`src/rtl/core/kspd_pkg.sv`:
```
// kspd_pkg: types, constants and key tables for the keypad scanner / PWM duty block.
// Used by keypad_scan_to_pwm_duty_top. No dependencies.
package kspd_pkg;

  // register indexes on the config port
  localparam logic [1:0] REG_SETTLE_TICKS = 2'd0;
  localparam logic [1:0] REG_HOLD_TICKS   = 2'd1;
  localparam logic [1:0] REG_PWM_PERIOD   = 2'd2;

  localparam logic [15:0] SETTLE_RESET = 16'd2;
  localparam logic [15:0] HOLD_RESET   = 16'd300;
  localparam logic [15:0] PERIOD_RESET = 16'd30000;
  localparam logic [15:0] DUTY_RESET   = 16'd3000;
  // PERIOD_RESET split into tenths
  localparam logic [12:0] PERIOD_Q10_RESET = 13'd3000;
  localparam logic [3:0]  PERIOD_R10_RESET = 4'd0;

  // x * RECIP10 >> RECIP10_SHIFT == x / 10 for every 16-bit x
  localparam logic [16:0] RECIP10       = 17'd52429;
  localparam int          RECIP10_SHIFT = 19;

  typedef enum logic [2:0] {
    PH_SCAN    = 3'b001,
    PH_RELEASE = 3'b010,
    PH_HOLD    = 3'b100
  } phase_t;

  typedef enum logic [1:0] {
    SC_KEEP,
    SC_TENTHS,
    SC_QUARTER,
    SC_THREE_QUARTER
  } scale_mode_t;

  typedef struct packed {
    scale_mode_t mode;
    logic [3:0]  tenths;
  } scale_t;

  typedef struct packed {
    logic [3:0]  row_drive;
    logic        key_valid;
    logic [7:0]  key_code;
    logic [15:0] duty_match;
  } res_t;

  // keymap, rows top to bottom: "123A" "456B" "789C" "*0#D"
  function automatic logic [7:0] key_char(input logic [3:0] k);
    logic [7:0] c;
    case (k)
      4'd0:    c = 8'h31;
      4'd1:    c = 8'h32;
      4'd2:    c = 8'h33;
      4'd3:    c = 8'h41;
      4'd4:    c = 8'h34;
      4'd5:    c = 8'h35;
      4'd6:    c = 8'h36;
      4'd7:    c = 8'h42;
      4'd8:    c = 8'h37;
      4'd9:    c = 8'h38;
      4'd10:   c = 8'h39;
      4'd11:   c = 8'h43;
      4'd12:   c = 8'h2A;
      4'd13:   c = 8'h30;
      4'd14:   c = 8'h23;
      default: c = 8'h44;
    endcase
    return c;
  endfunction

  // duty as a fraction of the period; '*' and '#' keep the duty
  function automatic scale_t key_scale(input logic [3:0] k);
    scale_t s;
    s.mode   = SC_TENTHS;
    s.tenths = 4'd0;
    case (k)
      4'd0:    s.tenths = 4'd2;
      4'd1:    s.tenths = 4'd3;
      4'd2:    s.tenths = 4'd4;
      4'd3:    s.mode   = SC_QUARTER;
      4'd4:    s.tenths = 4'd5;
      4'd5:    s.tenths = 4'd6;
      4'd6:    s.tenths = 4'd7;
      4'd7:    s.tenths = 4'd5;
      4'd8:    s.tenths = 4'd8;
      4'd9:    s.tenths = 4'd9;
      4'd10:   s.tenths = 4'd10;
      4'd11:   s.mode   = SC_THREE_QUARTER;
      4'd12:   s.mode   = SC_KEEP;
      4'd13:   s.tenths = 4'd1;
      4'd14:   s.mode   = SC_KEEP;
      default: s.tenths = 4'd9;
    endcase
    return s;
  endfunction

  // floor(x / 10) for x below 100
  function automatic logic [3:0] tenth_of(input logic [7:0] x);
    logic [3:0] q;
    q = 4'd0;
    for (int i = 1; i < 10; i++) begin
      if (x >= 8'(i * 10)) q = 4'(i);
    end
    return q;
  endfunction

endpackage

```
`src/rtl/core/keypad_scan_to_pwm_duty_top.sv`:
```
// Keypad row scanner with release detect and PWM duty update.
// Words are registered in the result register or skid; 1 word per cycle if skid empty.
// A two-entry output stage (result register plus skid) accepts one more word while a
// result waits. Sync active-high rst: row 0, scanning, duty 3000, registers to defaults.
// Duty = floor(period*pct/100), done as period tenths (split at config write) times n.
// Depends on kspd_pkg.
module keypad_scan_to_pwm_duty_top (
  input  logic        clk,
  input  logic        rst,
  input  logic        in_valid,
  output logic        in_ready,
  input  logic [3:0]  column_levels,
  output logic        out_valid,
  input  logic        out_ready,
  output logic [3:0]  row_drive,
  output logic        key_valid,
  output logic [7:0]  key_code,
  output logic [15:0] duty_match,
  input  logic        cfg_write_en,
  input  logic [1:0]  cfg_index,
  input  logic [15:0] cfg_data
);

  // config registers
  logic [15:0] settle_ticks;
  logic [15:0] hold_ticks;
  logic [15:0] pwm_period;
  logic [12:0] period_q10;
  logic [3:0]  period_r10;

  // scan state
  kspd_pkg::phase_t phase, phase_next;
  logic [1:0]  row_index, row_index_next;
  logic [15:0] tick_count, tick_count_next;
  logic [1:0]  held_column, held_column_next;
  logic [15:0] duty_value, duty_value_next;

  // output stage
  kspd_pkg::res_t res, skid, res_new;
  logic skid_valid;

  logic        accept;
  logic [15:0] count_inc;
  logic        settle_done, hold_done, released;
  logic [1:0]  low_col;
  logic [3:0]  key_idx;
  kspd_pkg::scale_t scale;
  logic [16:0] tenths_prod;
  logic [7:0]  frac_prod;
  logic [16:0] tenths_sum;
  logic [17:0] three_q;
  logic [15:0] new_duty;
  logic [32:0] cfg_prod;
  logic [12:0] cfg_q10;
  logic [15:0] cfg_r10_full;

  assign accept   = in_valid && in_ready;
  assign in_ready = !skid_valid;

  // split the period into tenths when written
  assign cfg_prod     = {17'd0, cfg_data} * {16'd0, kspd_pkg::RECIP10};
  assign cfg_q10      = cfg_prod[kspd_pkg::RECIP10_SHIFT +: 13];
  assign cfg_r10_full = cfg_data - ({cfg_q10, 3'b000} + {2'b00, cfg_q10, 1'b0});

  always_ff @(posedge clk) begin
    if (rst) begin
      settle_ticks <= kspd_pkg::SETTLE_RESET;
      hold_ticks   <= kspd_pkg::HOLD_RESET;
      pwm_period   <= kspd_pkg::PERIOD_RESET;
      period_q10   <= kspd_pkg::PERIOD_Q10_RESET;
      period_r10   <= kspd_pkg::PERIOD_R10_RESET;
    end else if (cfg_write_en) begin
      case (cfg_index)
        kspd_pkg::REG_SETTLE_TICKS: settle_ticks <= cfg_data;
        kspd_pkg::REG_HOLD_TICKS:   hold_ticks   <= cfg_data;
        kspd_pkg::REG_PWM_PERIOD: begin
          pwm_period <= cfg_data;
          period_q10 <= cfg_q10;
          period_r10 <= cfg_r10_full[3:0];
        end
        default: ;
      endcase
    end
  end

  // scan step
  assign count_inc   = tick_count + 16'd1;
  // a wrapped count also ends the wait; zero settle acts like one
  assign settle_done = (count_inc >= settle_ticks) || (count_inc == 16'd0);
  assign hold_done   = (count_inc >= hold_ticks) || (count_inc == 16'd0);
  assign released    = !column_levels[held_column];
  assign low_col     = column_levels[0] ? 2'd0 :
                       column_levels[1] ? 2'd1 :
                       column_levels[2] ? 2'd2 : 2'd3;
  assign key_idx     = {row_index, held_column};
  assign scale       = kspd_pkg::key_scale(key_idx);

  // duty = q10*n + floor(r10*n/10)
  assign tenths_prod = {4'd0, period_q10} * {13'd0, scale.tenths};
  assign frac_prod   = {4'd0, period_r10} * {4'd0, scale.tenths};
  assign tenths_sum  = tenths_prod + {13'd0, kspd_pkg::tenth_of(frac_prod)};
  assign three_q     = {2'b00, pwm_period} + {1'b0, pwm_period, 1'b0};

  always_comb begin
    case (scale.mode)
      kspd_pkg::SC_TENTHS:        new_duty = tenths_sum[15:0];
      kspd_pkg::SC_QUARTER:       new_duty = {2'b00, pwm_period[15:2]};
      kspd_pkg::SC_THREE_QUARTER: new_duty = three_q[17:2];
      default:                    new_duty = duty_value;
    endcase
  end

  always_comb begin
    phase_next       = phase;
    row_index_next   = row_index;
    tick_count_next  = tick_count;
    held_column_next = held_column;
    duty_value_next  = duty_value;
    res_new.row_drive = 4'b0001 << row_index;
    res_new.key_valid = 1'b0;
    res_new.key_code  = 8'd0;
    case (phase)
      kspd_pkg::PH_SCAN: begin
        if (settle_done) begin
          tick_count_next = 16'd0;
          if (column_levels != 4'd0) begin
            held_column_next = low_col;
            phase_next       = kspd_pkg::PH_RELEASE;
          end else begin
            row_index_next = row_index + 2'd1;
          end
        end else begin
          tick_count_next = count_inc;
        end
      end
      kspd_pkg::PH_RELEASE: begin
        if (released) begin
          res_new.key_valid = 1'b1;
          res_new.key_code  = kspd_pkg::key_char(key_idx);
          duty_value_next   = new_duty;
          tick_count_next   = 16'd0;
          if (hold_ticks == 16'd0) begin
            phase_next     = kspd_pkg::PH_SCAN;
            row_index_next = 2'd0;
          end else begin
            phase_next = kspd_pkg::PH_HOLD;
          end
        end
      end
      default: begin
        if (hold_done) begin
          phase_next      = kspd_pkg::PH_SCAN;
          row_index_next  = 2'd0;
          tick_count_next = 16'd0;
        end else begin
          tick_count_next = count_inc;
        end
      end
    endcase
    res_new.duty_match = duty_value_next;
  end

  always_ff @(posedge clk) begin
    if (rst) begin
      phase       <= kspd_pkg::PH_SCAN;
      row_index   <= 2'd0;
      tick_count  <= 16'd0;
      held_column <= 2'd0;
      duty_value  <= kspd_pkg::DUTY_RESET;
    end else if (accept) begin
      phase       <= phase_next;
      row_index   <= row_index_next;
      tick_count  <= tick_count_next;
      held_column <= held_column_next;
      duty_value  <= duty_value_next;
    end
  end

  // result register with skid; skid fills only while the result word is stalled
  always_ff @(posedge clk) begin
    if (rst) begin
      out_valid  <= 1'b0;
      skid_valid <= 1'b0;
    end else if (!out_valid || out_ready) begin
      if (skid_valid) begin
        out_valid  <= 1'b1;
        skid_valid <= 1'b0;
      end else begin
        out_valid <= accept;
      end
    end else if (accept) begin
      skid_valid <= 1'b1;
    end
  end

  always_ff @(posedge clk) begin
    if (!out_valid || out_ready) begin
      if (skid_valid) begin
        res <= skid;
      end else if (accept) begin
        res <= res_new;
      end
    end else if (accept) begin
      skid <= res_new;
    end
  end

  assign row_drive  = res.row_drive;
  assign key_valid  = res.key_valid;
  assign key_code   = res.key_code;
  assign duty_match = res.duty_match;

  a_skid_behind_out: assert property (@(posedge clk) disable iff (rst)
    skid_valid |-> out_valid)
    else $error("skid holds a word while the result register is empty");

  a_code_only_on_report: assert property (@(posedge clk) disable iff (rst)
    (out_valid && !key_valid) |-> (key_code == 8'd0))
    else $error("key code set without a key report");

  a_row_onehot: assert property (@(posedge clk) disable iff (rst)
    out_valid |-> $onehot(row_drive))
    else $error("row drive not one-hot");

  a_report_leaves_release: assert property (@(posedge clk) disable iff (rst)
    (accept && phase == kspd_pkg::PH_RELEASE && released) |=>
      (phase != kspd_pkg::PH_RELEASE))
    else $error("still waiting for release after a report");

  a_duty_moves_on_accept: assert property (@(posedge clk) disable iff (rst)
    !accept |=> $stable(duty_value))
    else $error("duty changed without an accepted word");

endmodule

```
`config.mk`:
```
export PLATFORM = sky130hd
export DESIGN_NAME = keypad_scan_to_pwm_duty_top
export DESIGN_NICKNAME = d
export VERILOG_FILES = /design/src/rtl/core/kspd_pkg.sv /design/src/rtl/core/keypad_scan_to_pwm_duty_top.sv
export SDC_FILE = /design/constraint.sdc
export NUM_CORES = 1
export LEC_CHECK = 0
export ABC_AREA = 1
export BUFFER_PORTS_ARGS = -buffer_cell sky130_fd_sc_hd__buf_4
export CORE_ASPECT_RATIO = 1.25
export CORE_MARGIN = 2
export CORE_UTILIZATION = 32
export CTS_CLUSTER_DIAMETER = 40
export DETAILED_ROUTE_END_ITERATION = 8
export PLACE_DENSITY = 0.46
export SYNTH_ARGS = -nofsm -noshare
export SYNTH_HDL_FRONTEND = slang
export SYNTH_SLANG_ARGS = --single-unit
```
`constraint.sdc`:
```
create_clock -name clk -period 18.5 [get_ports clk]
set_clock_uncertainty 0.1 [all_clocks]
set_input_delay 0.925 -clock clk [delete_from_list [all_inputs] [get_ports clk]]
set_output_delay 0.925 -clock clk [all_outputs]
set_load 0.02 [all_outputs]
```
==> results of run 1 <==
-- placed cells by master (no fill, tap or decap), types with 4 or more instances in the layout --
cell       count
o21ai_0      145
a21oi_1      178
buf_4         64
or2_2         19
nor2_2         7
o21a_1         4
dfxtp_1      106
inv_1        372
a221oi_1       4
nand3b_1       5
a21oi_2       10
xor2_1         5
nand3_2       12
nand3_1       85
nor2_1       150
inv_2          5
a211oi_1       5
fa_1         110
nand2_1      393
nor4_1         5
nand4_1       17
nand2_2        6
o21bai_1      10
inv_6          6
o211ai_1      13
ha_1         236
a21o_1        10
nor3_1        11
xnor2_1       12
edfxtp_1      56
clkbuf_16     17
-- through the flow --
step	instance area, um2	worst slack (ns)	utilization (%)	hold WS, ns	power [mW]
after floorplan	16120	11.98	-	0.3329	1.973
after global placement	17230	10.55	34.42	0.3439	2.565
after detailed placement	17230	10.40	34.42	0.3500	2.557
after CTS	17800	10.38	35.55	0.3670	2.939
after global routing	17800	9.698	35.55	0.3984	3.245
final	17800	10.42	35.55	0.3653	2.898
-- report_power, final --
group | switching, mW | leakage, nW | internal (mW)
Combinational | 1.36 | 7.21 | 0.769
Sequential | 0.0195 | 1.39 | 0.396
Clock | 0.172 | 0.285 | 0.179
-- cells by family (layout without fill, tap and decap cells) --
group,count (synthesis),count (layout),share of synthesized area [%]
AO/OA/AOI/OAI,398,398,13.70
flip-flops,162,162,23.59
XOR/XNOR,17,17,0.9235
other,1,1,0.02326
AND/OR/NAND/NOR,724,724,19.70
buffers and inverters,422,475,10.08
adder cells (fa/ha/maj),346,346,31.97
-- final cells by class --
type / count / share of cell area, %
timing repair buffer: 64 / 2.699
inverter: 379 / 7.991
multi-input combinational: 1486 / 60.13
clock inverter: 15 / 0.8012
sequential: 162 / 21.37
clock buffer: 17 / 2.390
tap: 658 / 4.625
-- layer usage --
| metal | vias to the layer above | global-route usage, % | wire [um] |
|---|---|---|---|
| met4 | 0 | 5.549 | 924 |
| met3 | 44 | 1.923 | 1266 |
| met1 | 6315 | 22.71 | 20860 |
| met5 | - | 0 | 0 |
| met2 | 210 | 32.06 | 22160 |
| li1 | 6812 | - | - |
-- state kept, by name, summed over array words and instances (netlist names) --
register	cells
phase	3
period_q10	13
settle_ticks	16
period_r10	4
out_valid	1
duty_match	16
skid_valid	1
pwm_period	16
held_column	2
duty_value	16
row_index	2
hold_ticks	16
tick_count	16
key_valid	1
key_code	7
skid	28
row_drive	4
-- Yosys cell counts (all sizes together) (10+ instances only) --
library cell	number
nand4	20
a21oi	188
a21o	10
buf	11
o21bai	12
fa	110
ha	236
edfxtp	56
inv	376
o211ai	13
dfxtp	106
nand2	401
or2	19
nand3	99
nor2	160
clkbuf	32
nor3	12
xnor2	12
o21ai	148
-- worst max-delay path: cells and delay by family (launching register included) --
family / cells / cell delay, ns
AOI/OAI and AO/OA: 5 / 0.94
buffers and inverters: 6 / 0.61
adders and majority gates: 6 / 2.76
xor gates and xnor gates: 1 / 0.16
and+or+nand+nor: 13 / 2.82
DFF: 1 / 0.47
-- how the worst max path moves through the flow --
stage / from / to
floorplan: row_index[0]$_SDFFE_PP0P_ / skid[11]$_DFFE_PP_
global placement: row_index[0]$_SDFFE_PP0P_ / skid[11]$_DFFE_PP_
detailed placement: row_index[0]$_SDFFE_PP0P_ / skid[11]$_DFFE_PP_
CTS: row_index[0]$_SDFFE_PP0P_ / skid[11]$_DFFE_PP_
global route: row_index[0]$_SDFFE_PP0P_ / duty_match[11]$_DFFE_PP_
finish: row_index[0]$_SDFFE_PP0P_ / skid[11]$_DFFE_PP_
==> results.md, run 1 <==
* Result of the run: finished, final reports clean
* Number of instances in the synthesized netlist at 2070
* Post-layout min period at 8.080 ns
* Gpl congestion at 0.8654
* Post-synthesis average cell area at 7.789 um2
* First-pass GRT wire length at 72800 um
* Type of destination of the critical path: flop
* RSZ-0062 raised after global routing: false
* Chip width at 204.8 um
* Layout area overhead at 10.41%
* H-tree depth at 4
* Number of placed instances with taps included at 2749
* Die height at 255.0 um
* Top cell type by total area after synthesis: ha_1
* Required time worst endpoint at 18.62 ns
* Effective utilization at floorplan at 32.20%
* Count of antenna diodes in the layout at 0
* Hpwl dp at 36750 um
* Grt total ovfl at 0
* Setup TNS at 0 ns
* Port-buffer cells at 56
* Flop and latch count out of synthesis at 162
* Depth of the worst register-to-register path at 31
* Total CTS buffers at 17
* Post-synthesis sequential area ratio at 23.59%
* Clock insertion delay at the later pin of the skew report at 0.45 ns
* Minimum setup slack among reg-to-reg paths at 10.42 ns
* Maximum number of pins on one net before global-route repair at 54
* CTS sink cnt at 162
* # hold bufs at CTS at 0
* Pin slew with the least headroom to its limit at 1.154 ns
* Via count of the first global-routing pass at 13540
* Clock tree from TritonCTS: yes
* Count of distinct cell types in the synthesized netlist at 56
* Final slew viol count at 0
* Biggest area contributors in the synthesized netlist: ha_1 18%, fa_1 14%, dfxtp_1 13%, edfxtp_1 10%, nand2_1 9.1%
* Number of DRC violations after detailed routing at 0
* Number of flops mapped to enable cells by yosys at 56
* Cell area after synthesis at 0.01612 mm2
* Number of setup violations in the final report at 0
* Total routed wirelength at 45220 um
* Ratio of total power to cell area at 162.8 mW/mm2
* GRT Total Usage at 17.99%
* Initial antenna violation count at 0
* Worst Hold Endpoint: settle_ticks[2]$_SDFFE_PP0P_
* Synthesis warning total at 0
* Maximum clock insertion buffer count at 2
* Vias post-DR at 13380
* Root cell of the clock tree: clkbuf_16
* Nets@finish at 2483
* Critical path peak fanout at 16
* Peak supply drop at 108.7 uV
* Max-cap violations at 0
* Startpoint type of the worst setup path: flop
* I/O pins at 58
* Area of the multi-input gates at 0.01070 mm2
* Worst hold path cell count at 2
* Number of hold violations in the final report at 0
* Rel. slew slack at 22.77%
* Number of detailed-route iterations in the first pass at 6
* Area of the die at 0.05221 mm2
* Net Count, Synth at 2443
* Ratio of routed vias to standard cells at 4.812
* Worst hold path startpoint: settle_ticks[2]$_SDFFE_PP0P_
* Post-CTS Resized at 0
* Final std cells w/o fill at 2781
* Initial drt markers at 676
* Pleak at 8.887 nW
* Primary flip-flop cell chosen by synthesis mapping: dfxtp_1
* Number of placement rows at 92
* Cell type of the slowest stage on the worst timing path: nor2_1
* Fraction of layout instances using a drive strength above 1 at 7.960%
* Final worst path period share at 43.67%
* Classification of the worst setup path: reg -> reg
* Area fraction of the dominant cell type after synthesis at 18.31%
* Number of setup buffers added after CTS at 0
* Synth async-reset ratio at 0%
* Hold crit path type: reg -> reg
* Slowest Stage Delay on Critical Path at 0.59 ns
* Placeable core region at 0.05007 mm2
* Endpoint of the worst register-to-register path: skid[11]$_DFFE_PP_
* Clock input transition at the sequential cells of the worst setup and hold paths at 0.07 ns
* Final routed wire length divided by cell count at 16.26 um
* Achievable clock frequency at 123.8 MHz
* CP Data Arrival Time at 8.20 ns
* Reg area at 0.003804 mm2
* ANT nets after route at 0
* Cell type with the highest occurrence count on the critical path: inv_1
* # fillers at 5359
* Worst reg2reg startpoint: row_index[0]$_SDFFE_PP0P_
(Power assumes the default switching activity.)
==> run 2, diff against run 1 <==
Clock period 18.5 ns to 8.15 ns, I/O delays scaled along.
==> run 2 against run 1 <==
Compared with the run above: global-route usage about the same; die area stayed put; worst setup slack worse by 9.6 ns; combinational power rose by 130%; core utilization barely moved; design area grew 0.11%; fmax is 11% higher; clock-buffer cell count up 1; register-to-register slack worse by 9.6 ns; flip-flop and latch count unchanged; clock power increased by 130%; worst hold slack worse by 0.21 ns; largest cell class unchanged.
==> results.md, run 2 (synthesis results as in run 1) <==
* Effective utilization at floorplan at 32.20% (unchanged)
* Clock insertion delay at the later pin of the skew report at 0.46 ns (about the same)
* Max-cap violations at 0 (unchanged)
* Maximum clock insertion buffer count at 2 (unchanged)
* Setup Slack @ Placement at 0.8701 ns (-9.527 ns)
* Clock input transition at the sequential cells of the worst setup and hold paths at 0.07 ns (about the same)
* Port-buffer cells at 56 (unchanged)
* Count of antenna diodes in the layout at 0 (unchanged)
* Area of the multi-input gates at 0.01070 mm2 (unchanged)
* Number of placement rows at 92 (unchanged)
* Post-layout min period at 7.309 ns (-0.7706 ns)
* Post-CTS Resized at 0 (unchanged)
* Total CTS buffers at 17 (unchanged)
* Rel. slew slack at 40.70% (+18 points)
* CP Data Arrival Time at 7.42 ns (-0.78 ns)
* Hpwl dp at 37340 um (+1.6%)
* Maximum number of pins on one net before global-route repair at 56 (+3.7%)
* Pin slew with the least headroom to its limit at 0.8874 ns (-0.2668 ns)
* Number of setup buffers added after CTS at 0 (unchanged)
* GRT Total Usage at 17.96% (-0.027 points)
* Number of DRC violations after detailed routing at 0 (unchanged)
* Number of detailed-route iterations in the first pass at 8 (+2)
* ANT nets after route at 0 (unchanged)
* Worst setup slack after layout at 0.8411 ns (-9.579 ns)
* Final worst path period share at 89.68% (+46 points)
* Largest register by flop count: skid
* Worst hold path cell count at 3 (+1)
* Depth of the worst register-to-register path at 37 (+19%)
* Cell type with the highest occurrence count on the critical path: nand2_1
* Grt total ovfl at 0 (unchanged)
* Clock tree from TritonCTS: yes
* Ratio of total power to cell area at 373.6 mW/mm2 (+130%)
* Required time worst endpoint at 8.26 ns (-10.36 ns)
* Vias post-DR at 13380 (+0.0075%)
* Number of flip-flops in the largest register at 28 (unchanged)
* Hold crit path type: in -> reg
* Reg area at 0.003804 mm2 (unchanged)
* H-tree depth at 4 (unchanged)
* Layout area overhead at 10.54%
* Final slew viol count at 0 (unchanged)
* Final routed wire length divided by cell count at 16.31 um (+0.29%)
* Peak supply drop at 234.4 uV (+120%)
* Placeable core region at 0.05007 mm2 (unchanged)
* CTS sink cnt at 162 (unchanged)
* Number of hold violations in the final report at 0 (unchanged)
* Most common library cell in the layout ignoring fill and taps: nand2_1
* Result of the run: finished, final reports clean
* Most frequent cells in the layout: 393 x nand2_1, 371 x inv_1, 236 x ha_1, 178 x a21oi_1, 150 x nor2_1
* # fillers at 5326 (-0.62%)
* Startpoint type of the worst setup path: flop
* Nets@finish at 2486 (+0.12%)
* Area of the die at 0.05221 mm2 (unchanged)
* Achievable clock frequency at 136.8 MHz (+11%)
* Setup TNS at 0 ns (unchanged)
* Number of setup violations in the final report at 0 (unchanged)
* Fraction of layout instances using a drive strength above 1 at 8.137% (+0.18 points)
* Gpl congestion at 0.9039 (+4.4%)
* # hold bufs at CTS at 0 (unchanged)
* Worst hold slack across all endpoints at 0.1572 ns (-0.2081 ns)
* Initial antenna violation count at 0 (unchanged)
* Classification of the worst setup path: reg -> reg
* RSZ-0062 raised after global routing: false
* Initial drt markers at 694 (+2.7%)
* Pleak at 8.899 nW (+0.14%)
* Type of destination of the critical path: flop
* I/O pins at 58 (unchanged)
* Root cell of the clock tree: clkbuf_16
* Critical path peak fanout at 15 (-1)
* First-pass GRT wire length at 72890 um (+0.13%)
* Slowest Stage Delay on Critical Path at 0.51 ns (-0.08 ns)
* Chip width at 204.8 um (unchanged)
* Total routed wirelength at 45390 um (+0.40%)
* Via count of the first global-routing pass at 13580 (+0.27%)
* Die height at 255.0 um (unchanged)
* Cell type of the slowest stage on the worst timing path: fa_1
* Ratio of routed vias to standard cells at 4.807 (-0.10%)
run 2: report_power, final:
group | internal, mW | total [mW] | switching (mW)
clock | 0.408 | 0.795 | 0.387
combinational | 1.79 | 4.92 | 3.13
sequential | 0.899 | 0.946 | 0.0468
total | 3.10 | 6.66 | 3.56
run 2: final timing paths:
check	start	to	slack (ns)
worst max register to register	row_index[0]$_SDFFE_PP0P_	skid[11]$_DFFE_PP_	0.84
worst max-delay path	row_index[0]$_SDFFE_PP0P_	skid[11]$_DFFE_PP_	0.84
worst min register to register	duty_value[11]$_SDFFE_PP1P_	duty_value[11]$_SDFFE_PP1P_	0.36
worst min-delay path	in_valid	out_valid$_SDFFE_PP0P_	0.16
run 2: per-stage QoR:
| stage | cells | cell area (um2) | util (%) | power [mW] |
|---|---|---|---|---|
| final | 2784 | 17820 | 35.59 | 6.658 |
| after global routing | 2784 | 17820 | 35.59 | 7.391 |
| after CTS | 2784 | 17820 | 35.59 | 6.756 |
| after detailed placement | 2752 | 17260 | 34.46 | 5.904 |
| after global placement | 2752 | 17260 | 34.46 | 5.909 |
| after floorplan | 2070 | 16120 | - | 4.478 |
run 2: worst max-delay path, delay by kind of cell (launching register included):
| family | cells | cell delay (ns) |
|---|---|---|
| flip-flops | 1 | 0.48 |
| buffers and inverters | 7 | 0.91 |
| adder cells (fa/ha/maj) | 6 | 2.38 |
| AO/OA/AOI/OAI | 5 | 0.88 |
| AND/OR/NAND/NOR | 19 | 2.32 |
run 2: metal layers:
| layer | share of wire, % | wire length, um | track usage (%) |
|---|---|---|---|
| met1 | 45 | 20610 | 22.96 |
| met2 | 49 | 22440 | 31.89 |
| met3 | 3.1 | 1417 | 1.872 |
| met4 | 2.0 | 930 | 5.135 |
| met5 | 0 | 0 | 0 |
run 2: area by class of cell:
class / count / area share [%]
Clock buffer: 18 / 2.415
Multi-Input combinational cell: 1486 / 60.06
Inverter: 379 / 7.982
Timing Repair Buffer: 67 / 2.822
Sequential cell: 162 / 21.34
Tap cell: 658 / 4.619
Clock inverter: 14 / 0.7582
